`src/rtl/core/ffa_pkg.sv`:
```
// Shared types and constants for the first-fit heap allocator.
// Depends on nothing; every other file of the block imports it.
package ffa_pkg;

   localparam int REQ_W           = 21;
   localparam int HEAP_W          = 21;
   localparam int CSR_ADDR_W      = 3;
   localparam int CSR_DATA_W      = 32;
   localparam int MAX_CHUNKS_DEF  = 16;
   localparam int ALIGN_BYTES_DEF = 16;
   localparam int OFFSET_BITS_DEF = 20;

   localparam logic [HEAP_W-1:0] HEAP_RESET = 21'h100000;

   // Register index decoded from the word address.
   localparam logic [CSR_ADDR_W-3:0] REG_HEAP_BYTES = 1'b0;

   typedef enum logic {
      ACT_ALLOC = 1'b0,
      ACT_FREE  = 1'b1
   } action_type;

   typedef enum logic [1:0] {
      ST_IDLE,
      ST_ROUND,
      ST_EVAL,
      ST_UPDATE
   } state_type;

   typedef struct packed {
      logic eval;
      logic commit;
      logic is_free;
   } cell_ctrl_type;

endpackage

```
`src/rtl/core/ffa_if.sv`:
```
// Valid/ready channel interfaces for the allocator's request and response items.
// Depends on ffa_pkg for the action type and the request width.
interface ffa_req_if #(
   parameter int OFFSET_BITS = ffa_pkg::OFFSET_BITS_DEF
);
   import ffa_pkg::*;

   logic                   valid;
   logic                   ready;
   action_type             action;
   logic [REQ_W-1:0]       request_bytes;
   logic [OFFSET_BITS-1:0] release_offset;

   modport source (output valid, action, request_bytes, release_offset, input ready);
   modport sink   (input valid, action, request_bytes, release_offset, output ready);
endinterface

interface ffa_rsp_if #(
   parameter int OFFSET_BITS = ffa_pkg::OFFSET_BITS_DEF
);
   logic                   valid;
   logic                   ready;
   logic [OFFSET_BITS-1:0] granted_offset;
   logic                   succeeded;

   modport source (output valid, granted_offset, succeeded, input ready);
   modport sink   (input valid, granted_offset, succeeded, output ready);
endinterface

```
`src/rtl/core/first_fit_heap_allocator_top.sv`:
```
// An accepted request passes the evaluate state, in which every cell checks its gap, then
// the update state, in which cells shift and its result item is registered. When ALIGN_BYTES is
// not a power of two, a round state comes first, since the size rounding takes a reciprocal multiply.
// The update state can also take the next request; it waits while the last result is still held.
// Reset: synchronous; clears the live count, the state machine and the result valid flag, and
// loads heap_bytes with 1048576. The chunk table itself is not cleared and needs no clearing pass.
module first_fit_heap_allocator_top #(
   parameter int MAX_CHUNKS  = ffa_pkg::MAX_CHUNKS_DEF,
   parameter int ALIGN_BYTES = ffa_pkg::ALIGN_BYTES_DEF,
   parameter int OFFSET_BITS = ffa_pkg::OFFSET_BITS_DEF
) (
   input  logic                             clock,
   input  logic                             reset,
   ffa_req_if.sink                          req,
   ffa_rsp_if.source                        rsp,
   input  logic                             psel,
   input  logic                             penable,
   input  logic                             pwrite,
   input  logic [ffa_pkg::CSR_ADDR_W-1:0]   paddr,
   input  logic [ffa_pkg::CSR_DATA_W-1:0]   pwdata,
   output logic [ffa_pkg::CSR_DATA_W-1:0]   prdata,
   output logic                             pready
);
   import ffa_pkg::*;

   // Widths. A rounded size can exceed the request width by one bit; gap arithmetic needs
   // room for an end of up to 2^OFFSET_BITS plus a size.
   localparam int CNT_W      = $clog2(MAX_CHUNKS + 1);
   localparam int SIZE_W     = REQ_W + 1;
   localparam int WIDE_W     = (OFFSET_BITS + 1 > SIZE_W) ? OFFSET_BITS + 1 : SIZE_W;
   localparam int CALC_W     = WIDE_W + 1;
   localparam int ALIGN_LG   = $clog2(ALIGN_BYTES);
   localparam bit ALIGN_POW2 = ((1 << ALIGN_LG) == ALIGN_BYTES);
   localparam state_type FIRST_STATE = ALIGN_POW2 ? ST_EVAL : ST_ROUND;

   // Control and item registers.
   state_type              state_ff, state_in;
   logic [CNT_W-1:0]       count_ff, count_in;
   logic [HEAP_W-1:0]      heap_ff, heap_in;
   logic                   rsp_valid_ff, rsp_valid_in;
   logic [OFFSET_BITS-1:0] rsp_offset_ff, rsp_offset_in;
   logic                   rsp_ok_ff, rsp_ok_in;
   action_type             act_ff, act_in;
   logic [OFFSET_BITS-1:0] rel_ff, rel_in;
   logic [SIZE_W-1:0]      size_ff, size_in;
   logic [CALC_W-1:0]      limit_ff, limit_in;

   logic                   accept, finish, slot_free, ok, hit_any, heap_write;
   logic [SIZE_W-1:0]      accept_size, round_size;
   logic [CALC_W-1:0]      heap_ext, heap_cap;
   logic [OFFSET_BITS-1:0] grant_or;
   cell_ctrl_type          ctrl;

   // Neighbor links. Index 0 and MAX_CHUNKS+1 are the empty slots beyond either end of the row.
   logic [OFFSET_BITS-1:0] pad_start [MAX_CHUNKS+2];
   logic [OFFSET_BITS:0]   pad_end   [MAX_CHUNKS+2];
   logic                   hit_chain [MAX_CHUNKS+1];
   logic [OFFSET_BITS-1:0] cell_grant [MAX_CHUNKS];

   // ------------------------------------------------------------------
   // Configuration port. The only register is heap_bytes at word 0; a write to any
   // other word is dropped and reads there return zero.
   // ------------------------------------------------------------------
   assign pready     = 1'b1;
   assign heap_write = psel && penable && pwrite &&
                       (paddr[CSR_ADDR_W-1:2] == REG_HEAP_BYTES);
   assign heap_in    = heap_write ? pwdata[HEAP_W-1:0] : heap_ff;
   assign prdata     = (paddr[CSR_ADDR_W-1:2] == REG_HEAP_BYTES) ?
                       CSR_DATA_W'(heap_ff) : '0;

   // The heap in use is heap_bytes capped at 2^OFFSET_BITS; it is sampled with each item.
   assign heap_ext = CALC_W'(heap_ff);
   assign heap_cap = CALC_W'(1) << OFFSET_BITS;

   // ------------------------------------------------------------------
   // Size rounding. A power-of-two alignment is an add and a mask done on the way in.
   // Any other alignment takes an exact reciprocal multiply for the quotient at accept,
   // then one multiply back by the alignment in the extra rounding cycle.
   // ------------------------------------------------------------------
   if (ALIGN_POW2) begin : g_pow2
      logic [SIZE_W-1:0] bumped;

      assign bumped      = SIZE_W'(req.request_bytes) + SIZE_W'(ALIGN_BYTES - 1);
      assign accept_size = (bumped >> ALIGN_LG) << ALIGN_LG;
      assign round_size  = size_ff;
   end else begin : g_recip
      localparam int PROD_W = 2 * SIZE_W + 1;
      localparam logic [SIZE_W:0] RECIP = (SIZE_W + 1)'(
         ((64'd1 << (SIZE_W + ALIGN_LG)) + 64'(ALIGN_BYTES) - 64'd1) / 64'(ALIGN_BYTES));

      logic [SIZE_W-1:0]   bumped, quot_ff, quot_in;
      logic [PROD_W-1:0]   prod;
      logic [2*SIZE_W-1:0] scaled;

      assign bumped  = SIZE_W'(req.request_bytes) + SIZE_W'(ALIGN_BYTES - 1);
      assign prod    = PROD_W'(bumped) * PROD_W'(RECIP);
      assign quot_in = accept ? SIZE_W'(prod >> (SIZE_W + ALIGN_LG)) : quot_ff;

      always_ff @(posedge clock) begin
         quot_ff <= quot_in;
      end

      assign scaled      = (2 * SIZE_W)'(quot_ff) * (2 * SIZE_W)'(ALIGN_BYTES);
      assign round_size  = scaled[SIZE_W-1:0];
      assign accept_size = size_ff;
   end

   // ------------------------------------------------------------------
   // Sequencer: accept, (round), evaluate, update. The update state also takes the next
   // item, so back-to-back traffic overlaps there. The update waits only while
   // the previous result is still held in the output register.
   // ------------------------------------------------------------------
   assign slot_free = !rsp_valid_ff || rsp.ready;
   assign accept    = req.valid && req.ready;

   always_comb begin : fsm_outputs
      req.ready = 1'b0;
      finish    = 1'b0;
      unique case (state_ff)
         ST_IDLE:   req.ready = 1'b1;
         ST_ROUND:  ;
         ST_EVAL:   ;
         ST_UPDATE: begin
            finish    = slot_free;
            req.ready = slot_free;
         end
      endcase
   end

   always_comb begin : fsm_next
      state_in = state_ff;
      unique case (state_ff)
         ST_IDLE:   if (accept) state_in = FIRST_STATE;
         ST_ROUND:  state_in = ST_EVAL;
         ST_EVAL:   state_in = ST_UPDATE;
         ST_UPDATE: begin
            priority if (accept) state_in = FIRST_STATE;
            else if (finish)     state_in = ST_IDLE;
            else                 state_in = ST_UPDATE;
         end
      endcase
   end

   // Item registers load on accept; the rounded size may load once more in the round cycle.
   assign act_in   = accept ? req.action : act_ff;
   assign rel_in   = accept ? req.release_offset : rel_ff;
   assign limit_in = accept ? ((heap_ext > heap_cap) ? heap_cap : heap_ext) : limit_ff;

   always_comb begin
      priority if (accept)           size_in = accept_size;
      else if (state_ff == ST_ROUND) size_in = round_size;
      else                           size_in = size_ff;
   end

   // ------------------------------------------------------------------
   // Cell row. Each cell checks the gap in front of it during evaluate; during update the
   // first hit along the row writes the new chunk or drops its own, and every cell past it
   // takes its neighbor's chunk so the table stays sorted and packed.
   // ------------------------------------------------------------------
   assign ctrl.eval    = (state_ff == ST_EVAL);
   assign ctrl.is_free = (act_ff == ACT_FREE);
   assign ctrl.commit  = finish && ok;

   assign pad_start[0]            = '0;
   assign pad_end[0]              = '0;
   assign pad_start[MAX_CHUNKS+1] = '0;
   assign pad_end[MAX_CHUNKS+1]   = '0;
   assign hit_chain[0]            = 1'b0;

   for (genvar i = 0; i < MAX_CHUNKS; i++) begin : g_cell
      ffa_cell #(
         .IDX         (i),
         .OFFSET_BITS (OFFSET_BITS),
         .CNT_W       (CNT_W),
         .CALC_W      (CALC_W)
      ) u_cell (
         .clock       (clock),
         .ctrl        (ctrl),
         .count       (count_ff),
         .size        (CALC_W'(size_ff)),
         .limit       (limit_ff),
         .rel_offset  (rel_ff),
         .left_start  (pad_start[i]),
         .left_end    (pad_end[i]),
         .right_start (pad_start[i+2]),
         .right_end   (pad_end[i+2]),
         .left_hit    (hit_chain[i]),
         .chunk_start (pad_start[i+1]),
         .chunk_end   (pad_end[i+1]),
         .hit_out     (hit_chain[i+1]),
         .grant       (cell_grant[i])
      );
   end

   // Only the selected cell drives a nonzero grant, so an OR collects it.
   always_comb begin
      grant_or = '0;
      for (int i = 0; i < MAX_CHUNKS; i++) begin
         grant_or = grant_or | cell_grant[i];
      end
   end

   // An allocation also fails on a zero size or a full table; a free needs only a match.
   assign hit_any = hit_chain[MAX_CHUNKS];
   assign ok      = hit_any && ((act_ff == ACT_FREE) ||
                    ((size_ff != '0) && (count_ff < CNT_W'(MAX_CHUNKS))));

   always_comb begin
      count_in = count_ff;
      if (ctrl.commit) begin
         count_in = ctrl.is_free ? count_ff - 1'b1 : count_ff + 1'b1;
      end
   end

   // ------------------------------------------------------------------
   // Result register. It holds one item until taken, while the next request is worked on.
   // ------------------------------------------------------------------
   always_comb begin
      rsp_valid_in  = rsp_valid_ff && !rsp.ready;
      rsp_offset_in = rsp_offset_ff;
      rsp_ok_in     = rsp_ok_ff;
      if (finish) begin
         rsp_valid_in  = 1'b1;
         rsp_offset_in = (ok && (act_ff == ACT_ALLOC)) ? grant_or : '0;
         rsp_ok_in     = ok;
      end
   end

   assign rsp.valid          = rsp_valid_ff;
   assign rsp.granted_offset = rsp_offset_ff;
   assign rsp.succeeded      = rsp_ok_ff;

   always_ff @(posedge clock) begin
      if (reset) begin
         state_ff     <= ST_IDLE;
         count_ff     <= '0;
         heap_ff      <= HEAP_RESET;
         rsp_valid_ff <= 1'b0;
      end else begin
         state_ff     <= state_in;
         count_ff     <= count_in;
         heap_ff      <= heap_in;
         rsp_valid_ff <= rsp_valid_in;
      end
   end

   always_ff @(posedge clock) begin
      act_ff        <= act_in;
      rel_ff        <= rel_in;
      size_ff       <= size_in;
      limit_ff      <= limit_in;
      rsp_offset_ff <= rsp_offset_in;
      rsp_ok_ff     <= rsp_ok_in;
   end

   // ------------------------------------------------------------------
   // Assertions.
   // ------------------------------------------------------------------
   a_count_bound: assert property (@(posedge clock) disable iff (reset)
      count_ff <= CNT_W'(MAX_CHUNKS))
      else $error("live chunk count exceeds the table depth");

   a_free_shrinks: assert property (@(posedge clock) disable iff (reset)
      (ctrl.commit && ctrl.is_free) |=> (count_ff == $past(count_ff) - 1'b1))
      else $error("a successful free did not shrink the table by one");

   a_grant_fits: assert property (@(posedge clock) disable iff (reset)
      (ctrl.commit && !ctrl.is_free) |->
         ((CALC_W'(grant_or) + CALC_W'(size_ff)) <= limit_ff))
      else $error("granted chunk runs past the heap end");

   a_rsp_from_update: assert property (@(posedge clock) disable iff (reset)
      $rose(rsp_valid_ff) |-> $past(state_ff == ST_UPDATE))
      else $error("result item raised outside the update cycle");

endmodule

```
`src/rtl/core/ffa_cell.sv`:
```
// One slot of the sorted chunk table: holds a chunk's start and end and talks to its neighbors.
// Depends on ffa_pkg for the control struct.
module ffa_cell #(
   parameter int IDX         = 0,
   parameter int OFFSET_BITS = ffa_pkg::OFFSET_BITS_DEF,
   parameter int CNT_W       = 5,
   parameter int CALC_W      = 23
) (
   input  logic                    clock,
   input  ffa_pkg::cell_ctrl_type  ctrl,
   input  logic [CNT_W-1:0]        count,
   input  logic [CALC_W-1:0]       size,
   input  logic [CALC_W-1:0]       limit,
   input  logic [OFFSET_BITS-1:0]  rel_offset,
   input  logic [OFFSET_BITS-1:0]  left_start,
   input  logic [OFFSET_BITS:0]    left_end,
   input  logic [OFFSET_BITS-1:0]  right_start,
   input  logic [OFFSET_BITS:0]    right_end,
   input  logic                    left_hit,
   output logic [OFFSET_BITS-1:0]  chunk_start,
   output logic [OFFSET_BITS:0]    chunk_end,
   output logic                    hit_out,
   output logic [OFFSET_BITS-1:0]  grant
);
   import ffa_pkg::*;

   logic [OFFSET_BITS-1:0] start_ff, start_in;
   logic [OFFSET_BITS:0]   end_ff, end_in;
   logic                   fit_ff, fit_in;
   logic                   valid, at_tail, alloc_fit, free_fit, sel;
   logic [CALC_W-1:0]      cursor, new_end;

   // The gap in front of this slot begins where the left neighbor ends.
   assign valid   = CNT_W'(IDX) < count;
   assign at_tail = CNT_W'(IDX) == count;
   assign cursor  = CALC_W'(left_end);
   assign new_end = cursor + size;

   assign alloc_fit = (valid || at_tail) && (new_end <= limit) &&
                      (!valid || (new_end <= CALC_W'(start_ff)));
   assign free_fit  = valid && (start_ff == rel_offset);

   assign fit_in  = ctrl.eval ? (ctrl.is_free ? free_fit : alloc_fit) : fit_ff;
   assign hit_out = left_hit | fit_ff;
   assign sel     = fit_ff & ~left_hit;
   assign grant   = sel ? cursor[OFFSET_BITS-1:0] : '0;

   always_comb begin
      start_in = start_ff;
      end_in   = end_ff;
      if (ctrl.commit) begin
         if (ctrl.is_free) begin
            // Slots from the removed one upward close the hole.
            if (hit_out) begin
               start_in = right_start;
               end_in   = right_end;
            end
         end else begin
            // Slots above the insert point move up by one.
            priority if (left_hit) begin
               start_in = left_start;
               end_in   = left_end;
            end else if (fit_ff) begin
               start_in = cursor[OFFSET_BITS-1:0];
               end_in   = new_end[OFFSET_BITS:0];
            end else begin
               start_in = start_ff;
               end_in   = end_ff;
            end
         end
      end
   end

   always_ff @(posedge clock) begin
      start_ff <= start_in;
      end_ff   <= end_in;
      fit_ff   <= fit_in;
   end

   assign chunk_start = start_ff;
   assign chunk_end   = end_ff;

endmodule
```
`src/flat_wrapper.sv`:
```
// flat-port wrapper written by rule: the top's interface ports become plain ports
module first_fit_heap_allocator_top_flat import ffa_pkg::*;
#(
   parameter int MAX_CHUNKS  = ffa_pkg::MAX_CHUNKS_DEF,
   parameter int ALIGN_BYTES = ffa_pkg::ALIGN_BYTES_DEF,
   parameter int OFFSET_BITS = ffa_pkg::OFFSET_BITS_DEF
)
  (clock, reset, psel, penable, pwrite, paddr, pwdata, prdata, pready, req_valid, req_action, req_request_bytes, req_release_offset, req_ready, rsp_valid, rsp_granted_offset, rsp_succeeded, rsp_ready);
  ffa_req_if #(.OFFSET_BITS(OFFSET_BITS)) req_i ();
  ffa_rsp_if #(.OFFSET_BITS(OFFSET_BITS)) rsp_i ();
  input  logic clock;
  input  logic reset;
  input  logic psel;
  input  logic penable;
  input  logic pwrite;
  input  logic [ffa_pkg::CSR_ADDR_W-1:0] paddr;
  input  logic [ffa_pkg::CSR_DATA_W-1:0] pwdata;
  output logic [ffa_pkg::CSR_DATA_W-1:0] prdata;
  output logic pready;
  input wire logic [$bits(req_i.valid)-1:0] req_valid;
  input wire logic [$bits(req_i.action)-1:0] req_action;
  input wire logic [$bits(req_i.request_bytes)-1:0] req_request_bytes;
  input wire logic [$bits(req_i.release_offset)-1:0] req_release_offset;
  output wire logic [$bits(req_i.ready)-1:0] req_ready;
  output wire logic [$bits(rsp_i.valid)-1:0] rsp_valid;
  output wire logic [$bits(rsp_i.granted_offset)-1:0] rsp_granted_offset;
  output wire logic [$bits(rsp_i.succeeded)-1:0] rsp_succeeded;
  input wire logic [$bits(rsp_i.ready)-1:0] rsp_ready;
  assign req_i.valid = req_valid;
  assign req_i.action = req_action;
  assign req_i.request_bytes = req_request_bytes;
  assign req_i.release_offset = req_release_offset;
  assign req_ready = req_i.ready;
  assign rsp_valid = rsp_i.valid;
  assign rsp_granted_offset = rsp_i.granted_offset;
  assign rsp_succeeded = rsp_i.succeeded;
  assign rsp_i.ready = rsp_ready;
  first_fit_heap_allocator_top #(.MAX_CHUNKS(MAX_CHUNKS), .ALIGN_BYTES(ALIGN_BYTES), .OFFSET_BITS(OFFSET_BITS)) u_core (.clock(clock), .reset(reset), .req(req_i), .rsp(rsp_i), .psel(psel), .penable(penable), .pwrite(pwrite), .paddr(paddr), .pwdata(pwdata), .prdata(prdata), .pready(pready));
endmodule
```
`config.mk`:
```
export PLATFORM = sky130hd
export DESIGN_NAME = first_fit_heap_allocator_top_flat
export DESIGN_NICKNAME = d
export VERILOG_FILES = /design/src/rtl/core/ffa_pkg.sv /design/src/rtl/core/ffa_if.sv /design/src/rtl/core/first_fit_heap_allocator_top.sv /design/src/rtl/core/ffa_cell.sv /design/src/flat_wrapper.sv
export SDC_FILE = /design/constraint.sdc
export NUM_CORES = 2
export LEC_CHECK = 0
export BUFFER_PORTS_ARGS = -buffer_cell sky130_fd_sc_hd__buf_4
export CORE_MARGIN = 8
export CORE_UTILIZATION = 37
export CTS_BUF_LIST = sky130_fd_sc_hd__clkbuf_2 sky130_fd_sc_hd__clkbuf_4 sky130_fd_sc_hd__clkbuf_8
export DETAILED_ROUTE_END_ITERATION = 6
export HOLD_SLACK_MARGIN = 0.1
export PLACE_DENSITY = 0.6
export SLEW_MARGIN = 10
export SYNTH_ARGS = -nofsm -noshare
export SYNTH_HDL_FRONTEND = slang
export SYNTH_HIERARCHICAL = 1
export SYNTH_SLANG_ARGS = --single-unit
export TNS_END_PERCENT = 50
```
`constraint.sdc`:
```
create_clock -name clock -period 10.08 [get_ports clock]
set_input_delay 1.512 -clock clock [delete_from_list [all_inputs] [get_ports clock]]
set_output_delay 1.512 -clock clock [all_outputs]
set_load 0.05 [all_outputs]
```
Yosys cells after proc, flatten, opt, wreduce, memory -nomap -nowiden
Cells that the tools add are included.
{ "classes": {"addsub": 18, "n_lt_le_gt_ge": 50, "n_eq_ne": 50, "mux": 166, "bitwise_logic": 61, "reduce_logical": 143} }
{ "ops": {"columns": ["operator", "n"], "rows": [
  ["20-bit two-way mux", 78],
  ["21-bit two-way mux", 64],
  ["21-bit by 22-bit adder with 23-bit output", 15],
  ["23-bit by 20-bit less-or-equal comparator with 1-bit output", 15],
  ["23-bit less-or-equal comparator", 15],
  ["20-bit == test", 16],
  ["20-bit bitwise OR", 14],
  ["1-bit logical AND", 57],
  ["3-bit AND reduction", 15],
  ["3-bit nonzero test", 15],
  ["4-bit by 5-bit == test with 1-bit output, first input constant", 8],
  ["4-bit by 5-bit < comparator with 1-bit output, first input constant", 8],
  ["1-bit logical OR", 34],
  ["2-bit != test, second input constant", 15],
  ["22-bit by 23-bit less-or-equal comparator with 1-bit output", 1],
  ["21-bit by 4-bit adder with 22-bit output, second input constant", 1],
  ["22-bit by 20-bit less-or-equal comparator with 1-bit output", 1],
  ["22-bit nonzero test", 1],
  ["21-bit > comparator, second input constant", 1],
  ["3-bit by 5-bit == test with 1-bit output, first input constant", 4],
  ["3-bit by 5-bit < comparator with 1-bit output, first input constant", 4],
  ["1-bit logical NOT", 18],
  ["1-bit two-way mux", 18],
  ["1-bit NOT", 17],
  ["19 further kinds", 53]
]} }
{ "totals": {"reg_bits": 784, "inputBits": 84} }

Depth between registers and ports, before layout
{ "logic_depth": {"word_depth": 18, "ltp_mapped": 43} }

Cells and area by module
The synthesis kept the hierarchy.
{ "modules_own_cells": {"columns": ["module", "instances", "cells_each", "area_each_um2", "seq_area_each_um2"], "rows": [
  ["first_fit_heap_allocator_top", 1, 478, 5321.4, 3012.9],
  ["ffa_cell (u_core.g_cell[15].u_cell)", 1, 593, 4976.0, 1261.2],
  ["ffa_cell (u_core.g_cell[3].u_cell)", 1, 567, 4883.4, 1261.2],
  ["ffa_cell (u_core.g_cell[14].u_cell)", 1, 553, 4803.4, 1261.2],
  ["ffa_cell (u_core.g_cell[4].u_cell)", 1, 556, 4794.6, 1261.2],
  ["ffa_cell (u_core.g_cell[13].u_cell)", 1, 551, 4792.1, 1261.2],
  ["ffa_cell (u_core.g_cell[2].u_cell)", 1, 540, 4760.8, 1261.2],
  ["ffa_cell (u_core.g_cell[6].u_cell)", 1, 544, 4724.5, 1261.2],
  ["ffa_cell (u_core.g_cell[8].u_cell)", 1, 538, 4715.8, 1261.2],
  ["ffa_cell (u_core.g_cell[5].u_cell)", 1, 539, 4712.0, 1261.2],
  ["ffa_cell (u_core.g_cell[9].u_cell)", 1, 529, 4653.2, 1261.2],
  ["ffa_cell (u_core.g_cell[12].u_cell)", 1, 533, 4619.4, 1261.2],
  ["ffa_cell (u_core.g_cell[7].u_cell)", 1, 531, 4614.4, 1261.2],
  ["ffa_cell (u_core.g_cell[1].u_cell)", 1, 527, 4610.7, 1261.2],
  ["3 more rows", null, null, null, null]
]} }

Least setup slack after synthesis
Ideal clock, no wire load.
{ "synth_path": {"path_kind": "register to register", "from": "reg u_core.g_cell[0].u_cell.fit_ff", "to": "reg u_core.g_cell[0].u_cell.end_ff[0] (enable)", "setup_time_ns": 0.446, "t_arrival_ns": 10.354, "required_time_ns": 9.634, "setup_slack_ns": -0.720, "stages_incl_launch_ff": 41, "path_buffers": 21, "path_cell_list": "edfxtp_1 > or2_2 > clkbuf_1 > buf_1 > or2_2 > clkbuf_1 > buf_1 > or2_2 > clkbuf_1 > or2_2 > clkbuf_1 > or2_2 > clkbuf_1 > or2_2 > clkbuf_1 > clkbuf_1 > or2_2 > buf_6 > [5 not listed] > clkbuf_1 > clkbuf_1 > or2_2 > clkbuf_1 > clkbuf_1 > or2_2 > clkbuf_1 > or2_2 > clkbuf_1 > clkbuf_1 > or2_2 > clkbuf_1 > or2_2 > clkbuf_1 > or2_2 > o2111ai_1 > a31oi_2 > and2_1"} }
{ "synth_lines": {"columns": ["element", "line", "text"], "rows": [
  ["start: declaration", "ffa_cell.sv:29", "logic fit_ff, fit_in;"],
  ["start signal: assignment", "ffa_cell.sv:77", "fit_ff <= fit_in;"],
  ["end signal: assignment", "ffa_cell.sv:76", "end_ff <= end_in;"],
  ["end: declaration", "ffa_cell.sv:28", "logic [OFFSET_BITS:0] end_ff, end_in;"]
]} }

==> summary.txt <==
Leak -> 41.2 nW
die width -> 483 um
Die Ht -> 483 um
Routed WL -> 382,000 um
initial antenna violation count -> 55
slew margin rel. -> 0.181
Final Critical Period -> 9.02 ns
Place WS -> 1.21 ns
setup violators final -> 0
HPWL after detailed placement -> 283,000 um
Max Freq -> 111 MHz
gr ovfl total -> 0
First DRT Iteration DRCs -> 10,500
maximum vdd drop -> 0.111 mV
Sink Count -> 782
register-to-register setup slack -> 1.06 ns
Non-Filler Instances -> 12,600
worst path bufs/invs -> 5
Area Overhead vs Synth -> 11.1%
filler cell count -> 21,400
Root Buffer -> clkbuf_8
Initial DRT Pass Iterations -> 7
syn_area_per_cell -> 8.83 um^2
count of cell types in the netlist -> 145
cells after synthesis -> 9,150
DP Cell Count -> 12,300
WP data required -> 10.68 ns
Seq/Total Area, Yosys -> 0.287
Critical Path Source Type -> register
cell family with most CP delay -> simple AND/OR/NAND/NOR gates
arrival time at the worst endpoint -> 9.62 ns
TritonCTS buffer count -> 153
Primary FF master, synth -> edfxtp_1
top post-synthesis cells by area -> edfxtp_1 (28%), ha_1 (16%), mux2i_1 (7.2%)
Via density -> 6.14
period utilisation layout -> 0.895
die area -> 234,000 um^2
starting density of the core -> 0.372
Comb pwr share -> 0.544
postcts setup bufs -> 0
commonest non-fill, non-tap cells in the layout -> ha_1 (1,029), nand2_1 (921), inv_1 (837), o21ai_0 (773), edfxtp_1 (753)
Slew @ Worst Pin -> 1.22 ns
Final Max Slew Viols -> 0
Worst Path Class, Setup -> reg2reg
Site Rows -> 171
CTS clk-pin slew, worst paths -> 0.06 ns
Buffers on Ports -> 114
flops & latches, synth -> 782
EDFF count, synth -> 753
CP Cell Sequence -> or2_2, or2_2, or2_2, or2_2, or2_2, or2_2, or2_2, or2_2, or2_2, buf_4, or2_2, or2_2, or2_2, buf_4, or2_2, buf_4, or2_2, buf_4, or2_2, or2_2, o2111ai_1, a31oi_4, buf_4, and2_4
largest net degree at the start of global routing -> 223
Worst Hold Margin -> 0.480 ns
drt wl/cell -> 30.3 um
via count -> 77,400
final net count -> 10,700
share of cells above drive strength 1 -> 0.0851
Setup WS post-layout -> 1.06 ns
failing checks -> DRC
total number of yosys warnings -> 6
Core ar. -> 217,000 um^2
gpl congestion -> 1.02
Final Skew -> 0.0522 ns
global-route wire length before repair -> 529,000 um
Synth area leader -> edfxtp_1
status -> finished, violations left
MaxCap Viol Count -> 0
crit-path most repeated cell -> or2_2
Total GRT Usage -> 0.309
hold buffers post-CTS -> 0
DRC viols -> 1
NetSw -> 0.00874 W
cell area after synthesis -> 80,800 um^2
Hold Crit Class -> reg2reg
CTS tree -> built
Largest stage delay, worst path -> 0.56 ns
TNS Setup -> 0 ns
asr flop ratio synth -> 0
RSZ-0062 raised after global routing -> false
clock power share -> 0.185
PwrDens -> 204 nW/um^2
clock tree buffer depth -> 3
clk_lat worst skew -> 0.95 ns
crit path max-delay cell type -> or2_2
sequential share of power -> 0.271
Post-DRT Antenna Nets -> 0
leading cell type in the layout, fill and taps excluded -> ha_1
IO Count -> 140
CP Capture Type -> register
Net Sw Frac -> 0.477
top-area cell type share of the netlist area -> 0.280
CP Max Fanout -> 51
Internal -> 0.00959 W
CTS resizes -> 0
Final Hold Fails -> 0
H-tree levels -> 4
vias in the first global route -> 72,500
==> synth_stat cells (all sizes together), types with 16 or more instances <==
| master | count |
|---|---|
| nor2 | 354 |
| a2111oi | 21 |
| nor2b | 127 |
| buf | 69 |
| nand4 | 215 |
| nor4 | 168 |
| clkbuf | 241 |
| and2 | 387 |
| dfxtp | 29 |
| o2111ai | 19 |
| nor3 | 116 |
| or2 | 35 |
| nand3 | 169 |
| mux2 | 17 |
| edfxtp | 753 |
| fa | 17 |
| ha | 1030 |
| a21boi | 21 |
| and3 | 33 |
| xor2 | 283 |
| nand2 | 924 |
| o41ai | 20 |
| o31a | 22 |
| or3 | 23 |
| inv | 839 |
| mux2i | 582 |
| o21ai | 840 |
| o21bai | 37 |
| a31oi | 60 |
| a21oi | 485 |
| nand2b | 62 |
| o21a | 103 |
| a21o | 237 |
| o22ai | 17 |
| o211ai | 56 |
| nand3b | 16 |
| xnor2 | 349 |
| and4 | 16 |
| o31ai | 44 |
| a211oi | 90 |
==> through the flow <==
stage                     power (W)  utilization  cell area [um^2]
after floorplan              0.0112            -             82000
after global placement       0.0142        0.399             86600
after detailed placement     0.0145        0.399             86600
after CTS                    0.0180        0.413             89700
after global routing         0.0193        0.413             89700
final                        0.0183        0.413             89800
==> tightest hold or removal path: cells and delay by family (launching register included) <==
family          cells  cell delay [ns]
simple gates        1             0.06
compound gates      1             0.05
flops               1             0.32
==> registers in the layout (all words and copies together) (netlist names) <==
name                              cells
u_core/act_ff                         1
u_core/count_ff                       5
u_core/g_cell.u_cell/chunk_end      336
u_core/g_cell.u_cell/chunk_start    320
u_core/g_cell.u_cell/fit_ff          16
u_core/heap_ff                       21
u_core/limit_ff                      21
u_core/rel_ff                        20
u_core/round_size                    18
u_core/rsp.granted_offset            20
u_core/rsp.succeeded                  1
u_core/rsp.valid                      1
u_core/state_ff                       2
==> per-layer routing <==
metal  wire (um)  vias up  GRT usage
li1            -    33900          -
met1      151000    37300      0.411
met2      155000     5177      0.446
met3       48200     1077     0.0784
met4       28100       10      0.193
met5          78        -          0
==> power by group through the flow <==
stage / clock, W / sequential (W) / combinational, W
2_1_floorplan: 0 / 0.00469 / 0.00647
3_3_place_gp: 0 / 0.00496 / 0.00928
3_5_place_dp: 0 / 0.00496 / 0.00959
4_1_cts: 0.00342 / 0.00490 / 0.00964
5_1_grt: 0.00354 / 0.00493 / 0.0108
6_report: 0.00339 / 0.00496 / 0.00998
==> path summary, 6_finish.rpt <==
path | start | end | cells after the start
max | u_core/g_cell[0].u_cell/fit_ff$_DFFE_PP_ | u_core/g_cell[5].u_cell/chunk_end[0]$_DFFE_PP_ | 24
min | u_core/heap_ff[15]$_SDFFE_PP0P_ | u_core/heap_ff[15]$_SDFFE_PP0P_ | 2
max reg2reg | u_core/g_cell[0].u_cell/fit_ff$_DFFE_PP_ | u_core/g_cell[5].u_cell/chunk_end[0]$_DFFE_PP_ | 24
min reg2reg | u_core/heap_ff[15]$_SDFFE_PP0P_ | u_core/heap_ff[15]$_SDFFE_PP0P_ | 2
==> area by class of cell <==
| class | count | area [um^2] | area share |
|---|---|---|---|
| repair buffers | 310 | 2380 | 0.0265 |
| well taps | 2854 | 3570 | 0.0398 |
| diodes | 32 | 80.1 | 0.000892 |
| multi-input cells | 7520 | 54300 | 0.605 |
| inverters | 842 | 3160 | 0.0352 |
| clock inverters | 72 | 569 | 0.00634 |
| flip-flops and latches | 782 | 23200 | 0.258 |
| clock buffers | 196 | 2480 | 0.0277 |
==> logic make-up after synthesis <==
logic type | count (synthesis) | synth area share
mux | 599 | 0.0745
simple gates | 2712 | 0.172
other cells | 2 | 0.0000930
flops | 782 | 0.287
buf+inv | 1152 | 0.0557
compound gates | 2224 | 0.178
fa+ha+maj | 1047 | 0.164
xor+xnor | 632 | 0.0688
(Power assumes the default switching activity.)
